[config.mk]
export PLATFORM = sky130hd
export DESIGN_NAME = fade_alpha_envelope
export DESIGN_NICKNAME = d
export VERILOG_FILES = /design/src/rtl/core/fae_pkg.sv /design/src/rtl/core/fade_alpha_envelope.sv /design/src/rtl/core/fae_div.sv
export SDC_FILE = /design/constraint.sdc
export NUM_CORES = 1
export LEC_CHECK = 0
export ABC_AREA = 1
export BUFFER_PORTS_ARGS = -buffer_cell sky130_fd_sc_hd__buf_4
export CAP_MARGIN = 20
export CORE_MARGIN = 5
export CORE_UTILIZATION = 53
export CTS_CLUSTER_DIAMETER = 30
export DETAILED_ROUTE_END_ITERATION = 8
export PLACE_DENSITY = 0.73
export SETUP_SLACK_MARGIN = 0.05
export SYNTH_ARGS = -nofsm -noshare
export SYNTH_HDL_FRONTEND = slang
export SYNTH_SLANG_ARGS = --single-unit
[constraint.sdc]
create_clock -name clk -period 4.9 [get_ports clk]
set_input_delay 0.49 -clock clk [delete_from_list [all_inputs] [get_ports clk]]
set_output_delay 0.49 -clock clk [all_outputs]
set_load 0.03 [all_outputs]
[src/rtl/core/fae_pkg.sv]
// ----------------------------------------------------------------------------
// fae_pkg
// Shared types and constants for the fade alpha envelope block.
// ----------------------------------------------------------------------------
package fae_pkg;

  localparam int FADE_W  = 16;
  localparam int TIME_W  = 32;
  localparam int ALPHA_W = 8;
  // numerator of the scaling divide: 255 * n with n below 2^FADE_W
  localparam int NUM_W   = FADE_W + ALPHA_W;
  localparam int CFG_W   = 32;
  localparam int IDX_W   = 2;

  localparam logic [ALPHA_W-1:0] ALPHA_OPAQUE = 8'd255;
  localparam logic [ALPHA_W-1:0] ALPHA_CLEAR  = 8'd0;

  typedef enum logic [IDX_W-1:0] {
    CFG_FADE_TIME  = 2'd0,
    CFG_TOTAL_TIME = 2'd1,
    CFG_LOOP_MODE  = 2'd2
  } cfg_idx_t;

  typedef enum logic {
    OP_UPDATE = 1'b0,
    OP_CANCEL = 1'b1
  } op_t;

  typedef enum logic [2:0] {
    ST_IDLE,
    ST_CMD,
    ST_SEL,
    ST_DIV,
    ST_HOLD
  } state_t;

  typedef struct packed {
    logic              op;
    logic [TIME_W-1:0] now;
    logic              playing;
  } in_item_t;

  typedef struct packed {
    logic [ALPHA_W-1:0] alpha;
    logic               stop_request;
    logic               cancel_taken;
  } out_item_t;

endpackage

[src/rtl/core/fade_alpha_envelope.sv]
// ----------------------------------------------------------------------------
// fade_alpha_envelope
// Opacity envelope for a clip: fade-in, fade-out near the end and fade-out
// after a recorded cancel, with a cancel that may request an immediate stop.
// ----------------------------------------------------------------------------
//  channel | signals                              | direction
//  --------+--------------------------------------+----------
//  in      | in_valid, in_ready, in_data          | to block
//  out     | out_valid, out_ready, out_data       | from block
//  cfg     | cfg_valid, cfg_ready, cfg_index/data | to block
//
//  An item passes the command and select states, then the 8-step shared
//  divider when alpha needs the scaling divide, and then the hold state.
//  in_ready is high only while no item is in work; one result register sits
//  on the output, so the next item is taken while a result waits.
//  Synchronous reset clears state, config registers, out_valid and the cancel stamp.
//  cfg_ready is always high.
// ----------------------------------------------------------------------------
module fade_alpha_envelope (
  input  logic                       clk,
  input  logic                       rst,
  input  logic                       in_valid,
  output logic                       in_ready,
  input  fae_pkg::in_item_t          in_data,
  output logic                       out_valid,
  input  logic                       out_ready,
  output fae_pkg::out_item_t         out_data,
  input  logic                       cfg_valid,
  output logic                       cfg_ready,
  input  logic [fae_pkg::IDX_W-1:0]  cfg_index,
  input  logic [fae_pkg::CFG_W-1:0]  cfg_data
);
  import fae_pkg::*;

  state_t              state, state_next;
  logic [FADE_W-1:0]   fade_time;
  logic [TIME_W-1:0]   total_time;
  logic                loop_mode;
  logic [TIME_W-1:0]   cancel_stamp;

  logic                op_r;
  logic                playing_r;
  logic [TIME_W-1:0]   now_r;
  logic [TIME_W:0]     diff;
  logic                stop_r;
  logic                taken_r;
  logic [ALPHA_W-1:0]  alpha_r;

  logic [TIME_W:0]     diff_c;
  logic                near_end;
  logic                do_stop;
  logic                do_take;

  logic                past_end;
  logic [TIME_W-1:0]   since_cancel;
  logic                use_div;
  logic [FADE_W-1:0]   sel_n;
  logic [ALPHA_W-1:0]  sel_alpha;
  logic [NUM_W-1:0]    div_num;
  logic                div_start;
  logic                div_done;
  logic [ALPHA_W-1:0]  div_quo;
  logic                hold_load;

  assign cfg_ready = 1'b1;
  assign in_ready  = (state == ST_IDLE);

  // configuration registers
  always_ff @(posedge clk) begin
    if (rst) begin
      fade_time  <= '0;
      total_time <= '0;
      loop_mode  <= 1'b0;
    end else if (cfg_valid) begin
      case (cfg_index)
        CFG_FADE_TIME:  fade_time  <= cfg_data[FADE_W-1:0];
        CFG_TOTAL_TIME: total_time <= cfg_data[TIME_W-1:0];
        CFG_LOOP_MODE:  loop_mode  <= cfg_data[0];
        default:        ;
      endcase
    end
  end

  // cancel decision, time left to the end
  always_comb begin
    diff_c   = {1'b0, total_time} - {1'b0, now_r};
    near_end = !diff_c[TIME_W] && (diff_c[TIME_W-1:0] <= {{(TIME_W-FADE_W){1'b0}}, fade_time});
    do_stop  = 1'b0;
    do_take  = 1'b0;
    if (op_r == OP_CANCEL && playing_r) begin
      if (loop_mode || fade_time == '0) begin
        do_stop = 1'b1;
      end else if (cancel_stamp == '0 &&
                   now_r > {{(TIME_W-FADE_W){1'b0}}, fade_time} && !near_end) begin
        do_take = 1'b1;
      end
    end
  end

  // alpha selection, with the divide numerator where one is needed
  always_comb begin
    past_end     = diff[TIME_W] || (diff[TIME_W-1:0] == '0);
    since_cancel = now_r - cancel_stamp;
    use_div      = 1'b0;
    sel_n        = '0;
    sel_alpha    = ALPHA_OPAQUE;
    if (fade_time == '0) begin
      sel_alpha = ALPHA_OPAQUE;
    end else if (past_end) begin
      sel_alpha = ALPHA_CLEAR;
    end else if (now_r < {{(TIME_W-FADE_W){1'b0}}, fade_time}) begin
      use_div = 1'b1;
      sel_n   = now_r[FADE_W-1:0];
    end else if (cancel_stamp != '0 && now_r > cancel_stamp) begin
      if (since_cancel <= {{(TIME_W-FADE_W){1'b0}}, fade_time}) begin
        use_div = 1'b1;
        sel_n   = fade_time - since_cancel[FADE_W-1:0];
      end else begin
        sel_alpha = ALPHA_CLEAR;
      end
    end else if (diff[TIME_W-1:0] < {{(TIME_W-FADE_W){1'b0}}, fade_time}) begin
      use_div = 1'b1;
      sel_n   = diff[FADE_W-1:0];
    end
    // 255 * n as n * 256 - n
    div_num = {sel_n, {ALPHA_W{1'b0}}} - {{ALPHA_W{1'b0}}, sel_n};
  end

  assign hold_load = (state == ST_HOLD) && (!out_valid || out_ready);

  // sequencer: next state and divider start
  always_comb begin
    state_next = state;
    div_start  = 1'b0;
    case (state)
      ST_IDLE: begin
        if (in_valid) state_next = ST_CMD;
      end
      ST_CMD: begin
        state_next = ST_SEL;
      end
      ST_SEL: begin
        if (use_div) begin
          div_start  = 1'b1;
          state_next = ST_DIV;
        end else begin
          state_next = ST_HOLD;
        end
      end
      ST_DIV: begin
        if (div_done) state_next = ST_HOLD;
      end
      ST_HOLD: begin
        if (hold_load) state_next = ST_IDLE;
      end
      default: state_next = ST_IDLE;
    endcase
  end

  always_ff @(posedge clk) begin
    if (rst) begin
      state <= ST_IDLE;
    end else begin
      state <= state_next;
    end
  end

  // cancel stamp, written only by a recorded cancel
  always_ff @(posedge clk) begin
    if (rst) begin
      cancel_stamp <= '0;
    end else if (state == ST_CMD && do_take) begin
      cancel_stamp <= now_r;
    end
  end

  // item registers
  always_ff @(posedge clk) begin
    if (state == ST_IDLE && in_valid) begin
      op_r      <= in_data.op;
      now_r     <= in_data.now;
      playing_r <= in_data.playing;
    end
    if (state == ST_CMD) begin
      diff    <= diff_c;
      stop_r  <= do_stop;
      taken_r <= do_take;
    end
    if (state == ST_SEL) begin
      alpha_r <= sel_alpha;
    end else if (state == ST_DIV && div_done) begin
      alpha_r <= div_quo;
    end
  end

  // result register
  always_ff @(posedge clk) begin
    if (rst) begin
      out_valid <= 1'b0;
    end else if (hold_load) begin
      out_valid <= 1'b1;
    end else if (out_ready) begin
      out_valid <= 1'b0;
    end
  end

  always_ff @(posedge clk) begin
    if (hold_load) begin
      out_data.alpha        <= alpha_r;
      out_data.stop_request <= stop_r;
      out_data.cancel_taken <= taken_r;
    end
  end

  fae_div u_div (
    .clk   (clk),
    .rst   (rst),
    .start (div_start),
    .num   (div_num),
    .den   (fade_time),
    .done  (div_done),
    .quo   (div_quo)
  );

  stamp_only_on_cancel: assert property (@(posedge clk) disable iff (rst)
    !$stable(cancel_stamp) |-> $past(state) == ST_CMD && $past(do_take))
    else $error("cancel stamp changed outside a recorded cancel");

  stamp_never_zero: assert property (@(posedge clk) disable iff (rst)
    $past(state) == ST_CMD && $past(do_take) |-> cancel_stamp != '0)
    else $error("recorded cancel left a zero stamp");

  stop_excludes_take: assert property (@(posedge clk) disable iff (rst)
    out_valid |-> !(out_data.stop_request && out_data.cancel_taken))
    else $error("stop request and recorded cancel in one result");

  div_done_in_div: assert property (@(posedge clk) disable iff (rst)
    div_done |-> state == ST_DIV)
    else $error("divider finished outside the divide state");

endmodule

[src/rtl/core/fae_div.sv]
// ----------------------------------------------------------------------------
// fae_div
// Restoring divider, one quotient bit per cycle; quotient fits in 8 bits
// because the numerator is at most 255 times the divisor.
// ----------------------------------------------------------------------------
module fae_div (
  input  logic                         clk,
  input  logic                         rst,
  input  logic                         start,
  input  logic [fae_pkg::NUM_W-1:0]    num,
  input  logic [fae_pkg::FADE_W-1:0]   den,
  output logic                         done,
  output logic [fae_pkg::ALPHA_W-1:0]  quo
);
  import fae_pkg::*;

  localparam int CNT_W = $clog2(ALPHA_W);

  logic              busy;
  logic [CNT_W-1:0]  cnt;
  logic [NUM_W-1:0]  rem;
  logic [NUM_W-1:0]  dsr;
  logic [NUM_W:0]    trial;

  // trial subtract of the shifted divisor
  assign trial = {1'b0, rem} - {1'b0, dsr};

  // control: busy, step count and done pulse
  always_ff @(posedge clk) begin
    if (rst) begin
      busy <= 1'b0;
      done <= 1'b0;
      cnt  <= '0;
    end else begin
      done <= 1'b0;
      if (start) begin
        busy <= 1'b1;
        cnt  <= CNT_W'(ALPHA_W - 1);
      end else if (busy) begin
        cnt <= cnt - 1'b1;
        if (cnt == '0) begin
          busy <= 1'b0;
          done <= 1'b1;
        end
      end
    end
  end

  // datapath: remainder, divisor and quotient shift
  always_ff @(posedge clk) begin
    if (start) begin
      rem <= num;
      dsr <= {den, {(ALPHA_W - 1){1'b0}}, 1'b0} >> 1;
      quo <= '0;
    end else if (busy) begin
      if (!trial[NUM_W]) begin
        rem <= trial[NUM_W-1:0];
        quo <= {quo[ALPHA_W-2:0], 1'b1};
      end else begin
        quo <= {quo[ALPHA_W-2:0], 1'b0};
      end
      dsr <= dsr >> 1;
    end
  end

  done_after_busy: assert property (@(posedge clk) disable iff (rst)
    done |-> $past(busy) && !busy)
    else $error("divider done without a finished run");

  no_restart_busy: assert property (@(posedge clk) disable iff (rst)
    busy && !start |=> (busy || done))
    else $error("divider run ended without done");

  quo_bounded_cnt: assert property (@(posedge clk) disable iff (rst)
    start |=> busy && cnt == CNT_W'(ALPHA_W - 1))
    else $error("divider did not load its step count");

endmodule

==> reports/summary.txt <==
Total grt overflow - 0
Syn_area_per_cell - 7.287 um^2
Critical path endpoint category - register
Antenna Nets Post-Route - 0
Tcrit/Tclk final - 103.6%
Synth Cell Area - 0.01808 mm^2
Total internal power - 7.865 mW
Cts-stage hold buffer count - 0
Worst hold stages - 1
Slew HR - 30.19%
Antenna violations before repair - 1
Failing checks - setup timing
Starting Density - 53.78%
CTS tree - yes
Bufs and invs on worst path - 7
Synth Warn # - 0
Vias - 18100
Largest net degree at the start of global routing - 70
Leak - 11.59 nW
Worst-case vdd ir drop - 0.0003393 V
WP data arrival - 5.39 ns
Post-synth top area share - 21.09%
Max cap viols - 0
Cells after Synth - 2481
CP max stage cell - edfxtp_1
H-tree depth - 2
CTS Sinks - 232
Critical path's largest stage delay - 0.47 ns
# setup viols final - 13
Comb power frac - 53.7%
Worst slew pin tran - 1.046 ns
Area delta synth->final - 32.29%
Maximum achievable frequency - 196.9 MHz
Worst min path class - primary input to register
Drt pass-1 iters - 8
Psw - 5.911 mW
Worst-path clk slew - 0.05 ns
Final core occ - 71.14%
Final min period - 5.079 ns
Post-synth net total - 2733
Die span in y - 194.7 um
Drt drc - 0
Crit path max-delay family - simple AND/OR/NAND/NOR gates
Number of cells on the critical path - 35
Global-route wire length before repair - 94.72 mm
TritonCTS Buffers - 51
Max clock buf depth - 3
Kind of critical path - register to register
Cell Pwr Density - 576.0 mW/mm^2
GPL Wtd Cong - 1.056
Core region area - 0.03362 mm^2
Startpoint class of the critical path - register
Vias in the first global route - 17980
Synth top area cells - edfxtp_1 21%, ha_1 12%, dfxtp_1 12%
Rows - 67
Placed cell area - 0.02072 mm^2
RSZ-0062 raised after global routing - yes
Dpl hpwl - 48.49 mm
Number of port buffers - 84
Distinct cells, synth - 71
Number of hold violations in the final report - 0
Die W - 194.7 um
Required @ worst endpoint - 5.22 ns
Synth Register Bits - 232
Async SR Flop Fraction - 0%
Clock Latency Late Sink - 0.58 ns
Fin Clk Skew - 0.02494 ns
Post-route cell area - 0.02392 mm^2
Synth cell count leaders - 545 x nand2_1, 412 x inv_1, 224 x nor2_1
Status - finished, violations left
Die ar. - 0.03790 mm^2
Slew Viols, Final - 0
Clock share of power - 26.2%
I/O Pins - 86
Top-count cell post-synth - nand2_1
Post-synth top flop - edfxtp_1
GRT Util Overall - 31.38%
Initial drt markers - 1136
Worst-path maximum fanout - 5
Wire per inst - 18.64 um
R2R cell count - 35
EDFF count, synth - 127
CTS root buf - clkbuf_16
Hold WS - 0.07933 ns
Layout cells sized above 1 - 24.43%
Top cell by count, worst path - buf_4
Layout Nets - 3083
Ant diodes - 0
Fin worst setup slack - -0.1787 ns
Sw Ratio - 42.91%
Drt total wl - 61.93 mm
Register share of total power - 20.1%
Leading area contributor after synthesis - edfxtp_1
Register area share after synthesis - 32.72%
Via density - 5.448
timing repair:
item                                    4_1_cts  5_1_grt
cloned                                        1        0
gates resized for setup                      99      106
endpoints found under the setup margin       17      124
pin swaps                                    53       79
setup buffers                                36       22
layout by cell type, fill, tap and decap left out, types with 8 or more instances in the layout:
cell and instances:
nor2_1 213, xor2_1 51, clkbuf_16 54, nor3_1 18
clkinv_2 9, o21ai_1 25, a21o_1 8, nor2_4 18
o21ai_0 119, buf_6 12, nand3_1 93, o21a_1 8
nand3_2 22, inv_2 27, o211ai_1 17, o21ai_2 9
a31oi_1 8, edfxtp_1 127, o21bai_1 8, nand2_1 509
clkinvlp_4 8, nand3b_1 8, nand4_1 71, a21oi_1 149
nor4_1 20, inv_1 397, xnor2_1 20, a21oi_2 16
dfxtp_1 104, ha_4 24, ha_1 151, nand2_4 18
nor2_2 18, nand2_2 48, buf_4 331
metal layers:
| layer | track usage [%] | part of all wire [%] |
|---|---|---|
| met1 | 35.52 | 39 |
| met2 | 55.37 | 48 |
| met3 | 5.350 | 5.7 |
| met4 | 18.70 | 6.8 |
| met5 | 0 | 0.021 |
worst paths after layout:
check                             from                       to  slack, ns
hold reg to reg   alpha_r[1]$_DFFE_PP_    out_data[3]$_DFFE_PP_       0.42
setup / recovery   now_r[13]$_DFFE_PP_  u_div.rem[22]$_DFFE_PP_      -0.18
setup reg to reg   now_r[13]$_DFFE_PP_  u_div.rem[22]$_DFFE_PP_      -0.18
hold / removal             in_data[23]      now_r[22]$_DFFE_PP_       0.08
state kept, by name (all words and copies together), names as in the netlist, 10 cells and up:
register / cells
cancel_stamp: 32
diff: 33
fade_time: 16
now_r: 32
out_data: 10
total_time: 32
u_div.dsr: 23
u_div.rem: 24
area by class of cell:
| class | instances | area, um^2 |
|---|---|---|
| multi-input combinational | 1760 | 11170 |
| timing repair buffer | 351 | 2778 |
| tap | 448 | 560.5 |
| sequential | 232 | 5917 |
| clock inverter | 35 | 426.7 |
| fill | 2728 | 9701 |
| inverter | 435 | 1657 |
| clock buffer | 61 | 1408 |
power by group through the flow:
stage	clock, mW	sequential, mW	combinational, mW
2_1_floorplan	0	2.72	4.20
3_3_place_gp	0	2.76	6.35
3_5_place_dp	0	2.78	6.47
4_1_cts	3.65	2.76	6.92
5_1_grt	3.76	2.79	8.06
6_report	3.61	2.77	7.40
per-stage QoR:
step	instances	worst slack, ns	total power [mW]	TNS [ns]
global route	3322	-0.5124	14.61	-6.433
global placement	3175	-0.1979	9.116	-1.223
floorplan	2481	0.06009	6.922	0
detailed placement	3175	-0.3636	9.253	-3.383
CTS	3304	-0.1294	13.33	-0.6410
finish	3322	-0.1787	13.78	-1.482
cell families (layout without fill, tap and decap cells):
group | count (synthesis) | count (layout) | share of synthesized area [%]
AOI/OAI and AO/OA | 412 | 412 | 13.02
buffers and inverters | 489 | 882 | 10.56
xor gates and xnor gates | 78 | 78 | 3.779
DFF | 232 | 232 | 32.72
muxes | 1 | 1 | 0.05537
and+or+nand+nor | 1089 | 1089 | 27.29
adders and majority gates | 179 | 179 | 12.55
other | 1 | 1 | 0.02074
Note: power is estimated with default switching activity, not from simulation.
